`src/rtl/aph2d_pkg.sv`:
```
// Shared types, constants and state codes of the angle pair histogram.
package aph2d_pkg;

   localparam int BINS_DEFAULT = 64;

   localparam int ANGLE_W = 15;
   localparam int QUERY_W = 6;
   localparam int BIN_OUT_W = 6;
   localparam int COUNT_W = 20;
   localparam int NORM_W = 17;
   localparam int WIDTH_W = 15;

   localparam logic [COUNT_W-1:0] COUNT_MAX = {COUNT_W{1'b1}};
   localparam logic [WIDTH_W-1:0] WIDTH_RESET = 15'd640;

   // divider: 20-bit divisor and remainder, 17 quotient bits
   localparam int DIV_R_W = 20;
   localparam int DIV_Q_W = 17;
   localparam int DIV_STEP_W = 5;
   localparam logic [DIV_STEP_W-1:0] ANGLE_STEPS = 5'd15;
   localparam logic [DIV_STEP_W-1:0] NORM_STEPS = 5'd17;

   localparam logic MODE_ADD = 1'b0;
   localparam logic MODE_READ = 1'b1;

   localparam logic REG_BIN_WIDTH_X = 1'b0;
   localparam logic REG_BIN_WIDTH_Y = 1'b1;

   typedef struct packed {
      logic                 mode;
      logic [ANGLE_W-1:0]   angle_x;
      logic [ANGLE_W-1:0]   angle_y;
      logic [QUERY_W-1:0]   query_x;
      logic [QUERY_W-1:0]   query_y;
   } req_type;

   typedef struct packed {
      logic [BIN_OUT_W-1:0] bin_x;
      logic [BIN_OUT_W-1:0] bin_y;
      logic [COUNT_W-1:0]   bin_count;
      logic [NORM_W-1:0]    norm_value;
      logic [COUNT_W-1:0]   peak;
   } rsp_type;

   typedef struct packed {
      logic                  start;
      logic [DIV_R_W-1:0]    rem_init;
      logic [DIV_Q_W-1:0]    num_init;
      logic [DIV_R_W-1:0]    divisor;
      logic [DIV_STEP_W-1:0] steps;
   } div_cmd_type;

   typedef struct packed {
      logic                  busy;
      logic                  done;
      logic [DIV_Q_W-1:0]    quotient;
   } div_stat_type;

   typedef enum logic [3:0] {
      ST_CLEAR,
      ST_IDLE,
      ST_X_START,
      ST_X_WAIT,
      ST_Y_START,
      ST_Y_WAIT,
      ST_READ,
      ST_UPDATE,
      ST_N_START,
      ST_N_WAIT,
      ST_SEND
   } seq_state_type;

endpackage

```
`src/rtl/aph2d_divider.sv`:
```
// Restoring divider, one quotient bit per cycle, shared by all divisions.
module aph2d_divider (
   input  logic                  clock,
   input  logic                  reset,
   input  aph2d_pkg::div_cmd_type cmd,
   output aph2d_pkg::div_stat_type stat
);
   import aph2d_pkg::*;

   logic [DIV_R_W-1:0]    rem_ff, rem_in;
   logic [DIV_Q_W-1:0]    num_ff, num_in;
   logic [DIV_R_W-1:0]    div_ff, div_in;
   logic [DIV_Q_W-1:0]    quo_ff, quo_in;
   logic [DIV_STEP_W-1:0] cnt_ff, cnt_in;
   logic                  busy_ff, busy_in;
   logic                  done_ff, done_in;

   logic [DIV_R_W:0] trial;
   logic [DIV_R_W:0] diff;
   logic             ge;

   always_comb begin
      trial = {rem_ff, num_ff[DIV_Q_W-1]};
      diff = trial - {1'b0, div_ff};
      ge = (trial >= {1'b0, div_ff});

      rem_in = rem_ff;
      num_in = num_ff;
      div_in = div_ff;
      quo_in = quo_ff;
      cnt_in = cnt_ff;
      busy_in = busy_ff;
      done_in = 1'b0;

      if (cmd.start) begin
         rem_in = cmd.rem_init;
         num_in = cmd.num_init;
         div_in = cmd.divisor;
         quo_in = '0;
         cnt_in = cmd.steps;
         busy_in = 1'b1;
      end else if (busy_ff) begin
         // shift in the next dividend bit, subtract where it fits
         rem_in = ge ? diff[DIV_R_W-1:0] : trial[DIV_R_W-1:0];
         num_in = {num_ff[DIV_Q_W-2:0], 1'b0};
         quo_in = {quo_ff[DIV_Q_W-2:0], ge};
         cnt_in = cnt_ff - 1'b1;
         if (cnt_ff == DIV_STEP_W'(1)) begin
            busy_in = 1'b0;
            done_in = 1'b1;
         end
      end
   end

   always_ff @(posedge clock) begin
      if (reset) begin
         busy_ff <= 1'b0;
         done_ff <= 1'b0;
         cnt_ff <= '0;
      end else begin
         busy_ff <= busy_in;
         done_ff <= done_in;
         cnt_ff <= cnt_in;
      end
      rem_ff <= rem_in;
      num_ff <= num_in;
      div_ff <= div_in;
      quo_ff <= quo_in;
   end

   assign stat.busy = busy_ff;
   assign stat.done = done_ff;
   assign stat.quotient = quo_ff;

endmodule

```
`config.mk`:
```
export PLATFORM = sky130hd
export DESIGN_NAME = aph2d_divider
export DESIGN_NICKNAME = d
export VERILOG_FILES = /design/src/rtl/aph2d_pkg.sv /design/src/rtl/aph2d_divider.sv
export SDC_FILE = /design/constraint.sdc
export NUM_CORES = 1
export LEC_CHECK = 0
export BUFFER_PORTS_ARGS = -buffer_cell sky130_fd_sc_hd__buf_2
export CORE_ASPECT_RATIO = 0.9
export CORE_MARGIN = 2
export CORE_UTILIZATION = 60
export DETAILED_ROUTE_END_ITERATION = 12
export HOLD_SLACK_MARGIN = 0.03
export PLACE_DENSITY = 0.91
export SLEW_MARGIN = 0
export SYNTH_ARGS = -nofsm -noshare
export SYNTH_HDL_FRONTEND = slang
export SYNTH_SLANG_ARGS = --single-unit
```
`constraint.sdc`:
```
create_clock -name clock -period 4.47 [get_ports clock]
set_clock_uncertainty 0.2 [all_clocks]
set_input_delay 0.894 -clock clock [delete_from_list [all_inputs] [get_ports clock]]
set_output_delay 0.894 -clock clock [all_outputs]
set_load 0.01 [all_outputs]
```
# Yosys cells after proc, flatten, opt, wreduce, memory -nomap -nowiden
# Index checks and enable logic that the tools add are counted.
dict set report word_totals {
  input_bits 65
  word_cells 25
  out_inout_bits 19
  reg_bits 81
}
dict set report op_classes {
  bitwise 1
  n_lt_le_gt_ge 1
  n_reduce_logical 2
  add_sub_neg 2
  n_eq_ne 1
  mux 11
}
# cell n
set ops {}
lappend ops {{two-way mux 20 bit} 3}
lappend ops {{two-way mux 17 bit} 2}
lappend ops {{>= comparator 21 x 20 -> 1 bit} 1}
lappend ops {{subtractor 20 bit} 1}
lappend ops {{two-way mux 5 bit} 2}
lappend ops {{equality test 5 x 1 -> 1 bit (second input constant)} 1}
lappend ops {{subtractor 5 x 1 -> 5 bit (second input constant)} 1}
lappend ops {{two-way mux 1 bit} 4}
lappend ops {{OR reduction 3 bit} 1}
lappend ops {{nonzero test 2 bit} 1}
lappend ops {{NOT 1 bit} 1}

# Depth between registers and ports, before layout
# Gate-level depths: netlist (run 1).
dict set report logic_depth {
  ltp_word 4
  ltp_mapped 12
  mapped_depth_nobuf 11
}

# Worst setup path after synthesis (run 1)
# No wires, ideal clock.
dict set report synth_timing {
  path_kind {reg2reg}
  from {register num_ff[16]}
  to {register rem_ff[16] (data pin)}
  slack_ns 1.778
  t_arrival_ns 2.232
  setup_time_ns 0.261
  required_time_ns 4.009
  path_stages_with_launch 12
  path_cell_list {edfxtp_1 inv_1 ha_1 inv_1 fa_1 a211oi_1 o21ai_1 o211ai_2 a21oi_1 a41oi_1 xnor2_1 a221o_1}
}
dict set report synth_between {
  elab_chain_cells 4
}
# item line
set synth_rtl {}
lappend synth_rtl {{from (decl)} aph2d_divider.sv:11} ;# logic [DIV_Q_W-1:0] num_ff, num_in;
lappend synth_rtl {{from (signal assigned)} aph2d_divider.sv:66} ;# num_ff <= num_in;
lappend synth_rtl {{subtractor 20 bit or >= comparator 21 x 20 -> 1 bit (tied branches)} {aph2d_divider.sv:24, aph2d_divider.sv:25}}
lappend synth_rtl {{two-way mux 20 bit (*)} aph2d_divider.sv:44} ;# rem_in = ge ? diff[DIV_R_W-1:0] : trial[DIV_R_W-1:0];
lappend synth_rtl {{two-way mux 20 bit (*)} aph2d_divider.sv:42} ;# end else if (busy_ff) begin
lappend synth_rtl {{two-way mux 20 bit (*)} aph2d_divider.sv:35} ;# if (cmd.start) begin
lappend synth_rtl {{net rem_in[16]} aph2d_divider.sv:10} ;# logic [DIV_R_W-1:0] rem_ff, rem_in;
lappend synth_rtl {{to (signal assigned)} aph2d_divider.sv:65} ;# rem_ff <= rem_in;
lappend synth_rtl {{to (decl)} aph2d_divider.sv:10}
# Mark *: on every way through the listed nets, which the timed path passes. The rest lies on a longest branch. The select of a mux whose other input is x is not followed.
# A chain may end at the register's enable or synchronous reset.

# Worst setup path after layout (run 1)
dict set report layout_timing {
  from {register rem_ff[11]}
  to {register rem_ff[18] (data pin)}
}
dict set report layout_between {
  elab_chain_cells 4
}
# item line
set layout_rtl {}
lappend layout_rtl {{subtractor 20 bit or >= comparator 21 x 20 -> 1 bit (tied branches)} {aph2d_divider.sv:24, aph2d_divider.sv:25}}
lappend layout_rtl {{two-way mux 20 bit (*)} aph2d_divider.sv:44}
lappend layout_rtl {{two-way mux 20 bit (*)} aph2d_divider.sv:42}
lappend layout_rtl {{two-way mux 20 bit (*)} aph2d_divider.sv:35}
lappend layout_rtl {{net rem_in[18]} aph2d_divider.sv:10}
# Marked as above.

==> report_table.html, run 1 <==
<table>
<tr><th>Metric</th><th>Value</th></tr>
<tr><th colspan="2">Die</th></tr>
<tr><td>Total core area</td><td>7040 sq um</td></tr>
<tr><td>Row count</td><td>29</td></tr>
<tr><td>Horizontal die dimension</td><td>93.8 um</td></tr>
<tr><td>Initial core utilization</td><td>61.9%</td></tr>
<tr><td>Die span in y</td><td>84.8 um</td></tr>
<tr><td>I/O pin count</td><td>84</td></tr>
<tr><td>Die ar.</td><td>7960 sq um</td></tr>
<tr><th colspan="2">Logic synthesis</th></tr>
<tr><td>Area fraction in and, or, nand and nor cells after synthesis</td><td>11.1%</td></tr>
<tr><td>Synth Area in Compound Gates</td><td>15.5%</td></tr>
<tr><td>Top cells by area, synth</td><td>sky130_fd_sc_hd__edfxtp_1, sky130_fd_sc_hd__dfxtp_1, sky130_fd_sc_hd__ha_1, sky130_fd_sc_hd__mux2_2, sky130_fd_sc_hd__mux2i_1</td></tr>
<tr><td>Count of flip-flops with a built-in enable after synthesis</td><td>57</td></tr>
<tr><td>Count leader, synth</td><td>sky130_fd_sc_hd__edfxtp_1</td></tr>
<tr><td>Synth Instances</td><td>399</td></tr>
<tr><td>Number of synthesis warnings</td><td>0</td></tr>
<tr><td>Yosys top cell area share</td><td>39.3%</td></tr>
<tr><td>Post-synthesis area per instance</td><td>10.9 sq um</td></tr>
<tr><td>Ys flop type</td><td>sky130_fd_sc_hd__edfxtp_1</td></tr>
<tr><td>Dominant combinational cell family by area after synthesis</td><td>compound AO/OA/AOI/OAI gates</td></tr>
<tr><td>Post-synthesis share of cell area spent on xor and xnor gates</td><td>3.42%</td></tr>
<tr><td>Total of flip-flops plus latches after synthesis</td><td>81</td></tr>
<tr><td>Total standard cell area after synthesis</td><td>4350 sq um</td></tr>
<tr><td>Post-synthesis mux area share</td><td>8.05%</td></tr>
<tr><td>Cell type contributing the most total cell area after synthesis</td><td>sky130_fd_sc_hd__edfxtp_1</td></tr>
<tr><td>Fraction of registers with async set/reset</td><td>0%</td></tr>
<tr><td>Synthesized net count</td><td>487</td></tr>
<tr><td>Post-Synth Adder-Cell Area</td><td>6.78%</td></tr>
<tr><td>Most instantiated cells after synthesis</td><td>sky130_fd_sc_hd__edfxtp_1, sky130_fd_sc_hd__nor2_1, sky130_fd_sc_hd__a21oi_1</td></tr>
<tr><td>Share of synthesized area occupied by flip-flops and latches</td><td>50.3%</td></tr>
<tr><td>Synth cell types</td><td>53</td></tr>
<tr><th colspan="2">Power and ir drop</th></tr>
<tr><td>Clock power share</td><td>22.4%</td></tr>
<tr><td>Net switching power</td><td>0.761 mW</td></tr>
<tr><td>Maximum vdd ir drop</td><td>0.236 mV</td></tr>
<tr><td>Switching Share</td><td>34.4%</td></tr>
<tr><td>Internal Dissipation</td><td>1.45 mW</td></tr>
<tr><td>Combinational share of power</td><td>34.0%</td></tr>
<tr><td>Power per cell area</td><td>445 nW/um^2</td></tr>
<tr><td>Pleak</td><td>2.18 nW</td></tr>
<tr><td>Relative contribution of sequential cells to total power</td><td>43.6%</td></tr>
<tr><th colspan="2">STA</th></tr>
<tr><td>Final worst path period need</td><td>3150 ps</td></tr>
<tr><td>Setup WS post-layout</td><td>1320 ps</td></tr>
<tr><td>Max Fclk</td><td>317 MHz</td></tr>
<tr><td>Headroom to the max-slew limit</td><td>39.9%</td></tr>
<tr><td>Endpoints failing setup</td><td>0</td></tr>
<tr><td>Max-slew violations</td><td>0</td></tr>
<tr><td>Fin crit share</td><td>70.5%</td></tr>
<tr><td>Aggregate negative setup slack</td><td>0 ps</td></tr>
<tr><td>Endpoints failing hold</td><td>0</td></tr>
<tr><td>Worst Tran Pin Value</td><td>901 ps</td></tr>
<tr><td>Setup repair after global routing missed its margin</td><td>no</td></tr>
<tr><th colspan="2">Final layout</th></tr>
<tr><td>Antenna fix cells</td><td>0</td></tr>
<tr><td>Fill cell total of the finished layout</td><td>540</td></tr>
<tr><td>Area taken by flip-flops and latches</td><td>2190 sq um</td></tr>
<tr><td>Area grow syn2layout</td><td>14.4%</td></tr>
<tr><td>Fraction of layout cells with a size suffix above 1</td><td>26.3%</td></tr>
<tr><td>Area of the multi-input gates</td><td>1960 sq um</td></tr>
<tr><td>Final-stage net count</td><td>563</td></tr>
<tr><td>Final core utilization</td><td>70.7%</td></tr>
<tr><th colspan="2">Worst setup path</th></tr>
<tr><td>Type of element launching the critical path</td><td>flip-flop</td></tr>
<tr><td>Worst Reg2Reg Path Length in Cells</td><td>9</td></tr>
<tr><td>Kind of critical path</td><td>reg2reg</td></tr>
<tr><td>Critical-path maximum fanout</td><td>13</td></tr>
<tr><td>Capturing point of the worst reg2reg path</td><td>rem_ff[18]</td></tr>
<tr><td>Endpoint required time on the critical path</td><td>4450 ps</td></tr>
<tr><td>First element of the critical path</td><td>rem_ff[11]</td></tr>
<tr><td>Startpoint of the worst register-to-register path</td><td>rem_ff[11]</td></tr>
<tr><td>Arrival time of the worst setup path</td><td>3130 ps</td></tr>
<tr><td>Slack of the worst reg-to-reg path</td><td>1320 ps</td></tr>
<tr><td>Endpoint type of the worst setup path</td><td>flip-flop</td></tr>
<tr><th colspan="2">Worst hold path</th></tr>
<tr><td>Hold Startpoint</td><td>quo_ff[16]</td></tr>
<tr><td>Hold path depth</td><td>2</td></tr>
<tr><td>Hold endpoint</td><td>quo_ff[16]</td></tr>
<tr><td>Type of the worst min-delay path</td><td>reg2reg</td></tr>
<tr><th colspan="2">Route</th></tr>
<tr><td>Final wirelength</td><td>9.15 mm</td></tr>
<tr><td>Number of DRC violations after detailed routing</td><td>0</td></tr>
<tr><td>Number of DRC violations after detailed-routing iteration 0</td><td>230</td></tr>
<tr><td>Via count</td><td>3328</td></tr>
<tr><td>Detailed-routing iteration count for the pre-antenna-repair pass</td><td>4</td></tr>
<tr><td>Final antenna-violating net count</td><td>0</td></tr>
<tr><td>Vias per std cell</td><td>5.81</td></tr>
<tr><td>WL/cell</td><td>16.0 um</td></tr>
<tr><th colspan="2">CTS</th></tr>
<tr><td>Clk sink count</td><td>81</td></tr>
<tr><td>CTS tree</td><td>built</td></tr>
<tr><td>Maximum number of buffers from clock root to sink</td><td>2</td></tr>
<tr><td>Clock insertion delay at the later pin of the skew report</td><td>360 ps</td></tr>
<tr><td>Post-CTS Repair Setup Buffers</td><td>0</td></tr>
<tr><td># H-tree levels</td><td>3</td></tr>
<tr><td>Number of buffers created by CTS</td><td>9</td></tr>
<tr><td>Root buffer selected by CTS</td><td>sky130_fd_sc_hd__clkbuf_8</td></tr>
<tr><td>CTS Hold Buffers Added</td><td>0</td></tr>
<tr><td>Post-cts repair resize count</td><td>0</td></tr>
<tr><td>Clock transition time at the flip-flop clock pins of the worst setup and hold paths</td><td>90 ps</td></tr>
<tr><th colspan="2">Global route</th></tr>
<tr><td>Total gr overflow</td><td>0</td></tr>
<tr><td>GRT Total Usage</td><td>23.7%</td></tr>
<tr><td>Global-route wire length before repair</td><td>15.0 mm</td></tr>
<tr><td>Via count of the first global-routing pass</td><td>3334</td></tr>
<tr><td>Antenna violations before repair</td><td>0</td></tr>
<tr><td>Pin count of the biggest net entering global routing</td><td>66</td></tr>
<tr><th colspan="2">Placement</th></tr>
<tr><td>Number of buffers inserted by port buffering</td><td>83</td></tr>
<tr><td>Gp weighted congestion</td><td>0.915</td></tr>
<tr><td>Post-Place Worst Slack</td><td>1390 ps</td></tr>
<tr><td>Half-perimeter wire length of the detailed placement result</td><td>6.53 mm</td></tr>
<tr><th colspan="2">Run status</th></tr>
<tr><td>Result of the run</td><td>finished clean</td></tr>
<tr><th colspan="2">Flow run</th></tr>
<tr><td>Max_cap viols</td><td>0</td></tr>
</table>
flip-flops by register name (all words and copies together) (netlist names):
register / flops
rem_ff: 20
div_ff: 20
cnt_ff: 5
busy_ff: 1
quo_ff: 17
done_ff: 1
num_ff: 17
metal layers:
layer | share of wire [%] | global-route usage [%] | vias to the layer above
li1 | - | - | 1616
met1 | 42 | 30.0 | 1579
met2 | 49 | 39.7 | 116
met3 | 7.1 | 7.02 | 17
met4 | 1.6 | 7.25 | 0
met5 | 0 | 0 | -
worst max-delay path by stage:
stage	endpoint	slack, ps	cells past startpoint
after floorplan	rem_ff[16]	1780	11
after global placement	rem_ff[16]	1520	4
after detailed placement	rem_ff[18]	1390	9
after CTS	rem_ff[18]	1380	9
after global routing	rem_ff[18]	970	9
final	rem_ff[18]	1320	9
power groups by stage:
stage                     Combinational [mW]  Sequential, mW  Clock (mW)
after detailed placement               0.737           0.982           0
after global routing                   0.832           0.974       0.532
after floorplan                        0.590           0.963           0
after CTS                              0.742           0.965       0.507
final                                  0.753           0.965       0.496
after global placement                 0.701           0.977           0
placed cells by master, fill, tap and decap left out, types with 4 or more instances in the layout:
| master | n |
|---|---|
| sky130_fd_sc_hd__buf_2 | 82 |
| sky130_fd_sc_hd__edfxtp_1 | 57 |
| sky130_fd_sc_hd__nor2_1 | 40 |
| sky130_fd_sc_hd__a21oi_1 | 30 |
| sky130_fd_sc_hd__inv_1 | 26 |
| sky130_fd_sc_hd__dfxtp_1 | 24 |
| sky130_fd_sc_hd__ha_1 | 22 |
| sky130_fd_sc_hd__nand2_1 | 19 |
| sky130_fd_sc_hd__mux2i_1 | 17 |
| sky130_fd_sc_hd__mux2_2 | 16 |
| sky130_fd_sc_hd__a21o_1 | 14 |
| sky130_fd_sc_hd__o21ai_0 | 11 |
| sky130_fd_sc_hd__xnor2_1 | 10 |
| sky130_fd_sc_hd__a2bb2oi_1 | 9 |
| sky130_fd_sc_hd__clkbuf_8 | 9 |
| sky130_fd_sc_hd__nand3_1 | 7 |
| sky130_fd_sc_hd__xor2_1 | 7 |
| sky130_fd_sc_hd__and2_1 | 5 |
| sky130_fd_sc_hd__o211ai_1 | 5 |
| sky130_fd_sc_hd__a211oi_1 | 5 |
| sky130_fd_sc_hd__o21bai_1 | 4 |
| sky130_fd_sc_hd__nor3_1 | 4 |
| sky130_fd_sc_hd__nor4b_1 | 4 |
| sky130_fd_sc_hd__buf_4 | 4 |
area by class of cell:
class	instances	area share, %
Timing Repair Buffer	86	8.84
Clock buffer	10	2.59
Multi-Input combinational cell	271	39.3
Tap cell	93	2.34
Clock inverter	6	0.980
Sequential cell	81	44.0
Inverter	26	1.96
worst max-delay path: stages, from the launching register on:
cell	delay, ps
sky130_fd_sc_hd__edfxtp_1	410
sky130_fd_sc_hd__ha_1	390
sky130_fd_sc_hd__a21oi_1	210
sky130_fd_sc_hd__o21ai_0	200
sky130_fd_sc_hd__o211ai_1	220
sky130_fd_sc_hd__o211ai_1	160
sky130_fd_sc_hd__nor2_1	510
sky130_fd_sc_hd__buf_4	320
sky130_fd_sc_hd__nor4b_1	80
sky130_fd_sc_hd__nor4_1	270
cells by family (layout without fill, tap and decap cells):
kind of cell,Yosys count,after routing
xor gates and xnor gates,17,17
and+or+nand+nor,99,99
AOI/OAI and AO/OA,99,99
buffers and inverters,47,128
adders and majority gates,23,23
DFF,81,81
muxes,33,33
through the flow:
step | hold slack [ps] | cell area, sq um | total power [mW] | std cells
detailed placement | 295 | 4800 | 1.72 | 557
finish | 318 | 4980 | 2.21 | 573
global placement | 269 | 4800 | 1.68 | 557
floorplan | 324 | 4350 | 1.55 | 399
global route | 349 | 4980 | 2.34 | 573
CTS | 321 | 4980 | 2.21 | 573
Note: power is estimated with default switching activity, not from simulation.
==> inputs of run 2 (changes only) <==
--- a/config.mk
+++ b/config.mk
@@ -8,10 +8,10 @@
 export BUFFER_PORTS_ARGS = -buffer_cell sky130_fd_sc_hd__buf_2
 export CORE_ASPECT_RATIO = 0.9
 export CORE_MARGIN = 2
-export CORE_UTILIZATION = 60
+export CORE_UTILIZATION = 56
 export DETAILED_ROUTE_END_ITERATION = 12
 export HOLD_SLACK_MARGIN = 0.03
-export PLACE_DENSITY = 0.91
+export PLACE_DENSITY = 0.86
 export SLEW_MARGIN = 0
 export SYNTH_ARGS = -nofsm -noshare
 export SYNTH_HDL_FRONTEND = slang
==> constraint.sdc (replaced) <==
create_clock -name clock -period 3.15 [get_ports clock]
set_clock_uncertainty 0.2 [all_clocks]
set_input_delay 0.63 -clock clock [delete_from_list [all_inputs] [get_ports clock]]
set_output_delay 0.63 -clock clock [all_outputs]
set_load 0.01 [all_outputs]
==> report_table.html, run 2 (same netlist as run 1, synthesis figures left out) <==
<table>
<tr><th>Metric</th><th>Value</th></tr>
<tr><th colspan="2">Route</th></tr>
<tr><td>Final wirelength</td><td>8.99 mm (-1.7%)</td></tr>
<tr><td>Detailed-routing iteration count for the pre-antenna-repair pass</td><td>5 (+1)</td></tr>
<tr><td>Number of DRC violations after detailed-routing iteration 0</td><td>265 (+15%)</td></tr>
<tr><td>WL/cell</td><td>15.5 um (-2.8%)</td></tr>
<tr><td>Vias per std cell</td><td>5.65 (-2.7%)</td></tr>
<tr><td>Final antenna-violating net count</td><td>0 (unchanged)</td></tr>
<tr><td>Number of DRC violations after detailed routing</td><td>0 (unchanged)</td></tr>
<tr><td>Via count</td><td>3273 (-1.7%)</td></tr>
<tr><th colspan="2">Global route</th></tr>
<tr><td>GRT Total Usage</td><td>22.0% (-1.8 points)</td></tr>
<tr><td>Pin count of the biggest net entering global routing</td><td>42 (-36%)</td></tr>
<tr><td>Total gr overflow</td><td>0 (unchanged)</td></tr>
<tr><td>Global-route wire length before repair</td><td>14.9 mm (-0.46%)</td></tr>
<tr><td>Antenna violations before repair</td><td>0 (unchanged)</td></tr>
<tr><td>Via count of the first global-routing pass</td><td>3210 (-3.7%)</td></tr>
<tr><th colspan="2">Power and ir drop</th></tr>
<tr><td>Power per cell area</td><td>631 nW/um^2 (+42%)</td></tr>
<tr><td>Maximum vdd ir drop</td><td>0.407 mV (+72%)</td></tr>
<tr><td>Pleak</td><td>2.20 nW (+0.94%)</td></tr>
<tr><td>Total power</td><td>3.18 mW (+44%)</td></tr>
<tr><th colspan="2">STA</th></tr>
<tr><td>Worst Tran Pin Value</td><td>592 ps (-309 ps)</td></tr>
<tr><td>Max-slew violations</td><td>0 (unchanged)</td></tr>
<tr><td>Max Fclk</td><td>339 MHz (+7.0%)</td></tr>
<tr><td>Headroom to the max-slew limit</td><td>60.5% (+21 points)</td></tr>
<tr><td>Endpoints failing hold</td><td>0 (unchanged)</td></tr>
<tr><td>Aggregate negative setup slack</td><td>0 ps (unchanged)</td></tr>
<tr><td>Final worst path period need</td><td>2950 ps (-205 ps)</td></tr>
<tr><td>Endpoints failing setup</td><td>0 (unchanged)</td></tr>
<tr><td>Fin crit share</td><td>93.6% (+23 points)</td></tr>
<tr><th colspan="2">CTS</th></tr>
<tr><td>Maximum number of buffers from clock root to sink</td><td>2 (unchanged)</td></tr>
<tr><td>Clock insertion delay at the later pin of the skew report</td><td>370 ps (about the same)</td></tr>
<tr><td>Clk sink count</td><td>81 (unchanged)</td></tr>
<tr><td>Number of buffers created by CTS</td><td>9 (unchanged)</td></tr>
<tr><td>Clock transition time at the flip-flop clock pins of the worst setup and hold paths</td><td>100 ps (about the same)</td></tr>
<tr><td>CTS Hold Buffers Added</td><td>0 (unchanged)</td></tr>
<tr><td># H-tree levels</td><td>3 (unchanged)</td></tr>
<tr><td>CTS tree</td><td>built</td></tr>
<tr><td>Post-CTS Repair Setup Buffers</td><td>0 (unchanged)</td></tr>
<tr><td>Root buffer selected by CTS</td><td>sky130_fd_sc_hd__clkbuf_8</td></tr>
<tr><th colspan="2">Flow run</th></tr>
<tr><td>Max_cap viols</td><td>0 (unchanged)</td></tr>
<tr><th colspan="2">Worst setup path</th></tr>
<tr><td>Arrival time of the worst setup path</td><td>2860 ps (-270 ps)</td></tr>
<tr><td>Type of element launching the critical path</td><td>flip-flop</td></tr>
<tr><td>Cell-by-cell trace of the critical path</td><td>inv_1 -&gt; ha_1 -&gt; inv_1 -&gt; fa_1 -&gt; a211oi_1 -&gt; o21ai_1 -&gt; a31o_2 -&gt; a211oi_1 -&gt; o21bai_1 -&gt; xnor2_1 -&gt; o211ai_1</td></tr>
<tr><td>Critical-path maximum fanout</td><td>3 (-10)</td></tr>
<tr><td>Endpoint required time on the critical path</td><td>3060 ps (-1390 ps)</td></tr>
<tr><td>Endpoint type of the worst setup path</td><td>flip-flop</td></tr>
<tr><td>Kind of critical path</td><td>reg2reg</td></tr>
<tr><td>Slowest CP cell</td><td>sky130_fd_sc_hd__fa_1</td></tr>
<tr><td>Maximum single-stage delay on the critical path</td><td>420 ps (-90 ps)</td></tr>
<tr><th colspan="2">Worst hold path</th></tr>
<tr><td>Type of the worst min-delay path</td><td>in2reg</td></tr>
<tr><th colspan="2">Placement</th></tr>
<tr><td>Gp weighted congestion</td><td>0.890 (-2.7%)</td></tr>
<tr><td>Number of buffers inserted by port buffering</td><td>83 (unchanged)</td></tr>
<tr><td>Half-perimeter wire length of the detailed placement result</td><td>6.40 mm (-2.0%)</td></tr>
<tr><td>Placed Cells incl. Taps</td><td>563 (+1.1%)</td></tr>
<tr><td>Placement Cell Area</td><td>4830 sq um (+0.55%)</td></tr>
<tr><th colspan="2">Die</th></tr>
<tr><td>Initial core utilization</td><td>57.7% (-4.1 points)</td></tr>
<tr><td>Total core area</td><td>7540 sq um (+7.2%)</td></tr>
<tr><td>Row count</td><td>30 (+3.4%)</td></tr>
<tr><td>Die ar.</td><td>8500 sq um (+6.8%)</td></tr>
<tr><td>Horizontal die dimension</td><td>96.9 um (+3.4%)</td></tr>
<tr><td>Die span in y</td><td>87.7 um (+3.3%)</td></tr>
<tr><td>I/O pin count</td><td>84 (unchanged)</td></tr>
<tr><th colspan="2">Final layout</th></tr>
<tr><td>Cell area after layout</td><td>5030 sq um (+1.1%)</td></tr>
<tr><td>Non-filler cells, final</td><td>579 (+1.0%)</td></tr>
<tr><td>Fraction of layout cells with a size suffix above 1</td><td>27.1% (+0.87 points)</td></tr>
<tr><td>Leading cell type in the layout, fill and taps excluded</td><td>sky130_fd_sc_hd__buf_2</td></tr>
<tr><td>Area grow syn2layout</td><td>15.6%</td></tr>
<tr><td>Registers with the most flip-flops</td><td>div_ff x20, rem_ff x20</td></tr>
<tr><td>Antenna fix cells</td><td>0 (unchanged)</td></tr>
<tr><td>Final-stage net count</td><td>566 (+0.53%)</td></tr>
<tr><td>Most frequent cells in the layout</td><td>sky130_fd_sc_hd__buf_2, sky130_fd_sc_hd__edfxtp_1, sky130_fd_sc_hd__nor2_1</td></tr>
<tr><th colspan="2">Run status</th></tr>
<tr><td>Result of the run</td><td>finished clean</td></tr>
</table>
## run 2: report_power, final
part / internal, mW / switching [mW]
Combinational: 0.468 / 0.603
Clock: 0.309 / 0.432
Sequential: 1.30 / 0.0666
Total: 2.08 / 1.10
## run 2: layout make-up
| class | count | area [sq um] |
|---|---|---|
| Clock inverter | 7 | 70.1 |
| Sequential cell | 81 | 2190 |
| Clock buffer | 9 | 124 |
| Fill cell | 593 | 2510 |
| Inverter | 26 | 97.6 |
| Timing Repair Buffer | 89 | 463 |
| Tap cell | 96 | 120 |
| Multi-Input combinational cell | 271 | 1970 |
## run 2: final timing paths
path / start / to / slack (ps) / cells past startpoint
max: num_ff[16] / rem_ff[12] / 200 / 11
min: cmd[23] / div_ff[18] / 230 / 1
max reg2reg: num_ff[16] / rem_ff[12] / 200 / 11
min reg2reg: quo_ff[7] / quo_ff[7] / 330 / 2
## run 2: stage by stage
step           utilization [%]  hold slack (ps)  setup WS [ps]
3_5_place_dp              64.0              306            235
2_1_floorplan                -              324            458
5_1_grt                   66.7              208          -15.3
6_report                  66.7              230            202
3_3_place_gp              64.0              271            274
4_1_cts                   66.6              214            202
## run 2: repair_timing
action | 4_1_cts | 5_1_grt
endpoints found under the setup margin | 0 | 1
endpoints found under the hold margin | 0 | 0
resized for setup | 0 | 2
## run 2: routing by layer
metal | track usage, % | up-vias | share of wire (%)
met5 | 0 | - | 0
met4 | 7.94 | 0 | 1.6
met3 | 7.10 | 12 | 6.9
met2 | 36.7 | 105 | 47
met1 | 27.2 | 1527 | 44
li1 | - | 1629 | -
## run 2: worst max-delay path: cells and delay by family, from the launching register on
kind,cells,cell delay (ps)
AOI/OAI and AO/OA,6,1240
xor gates and xnor gates,1,190
adders and majority gates,2,590
buffers and inverters,2,130
DFF,1,360
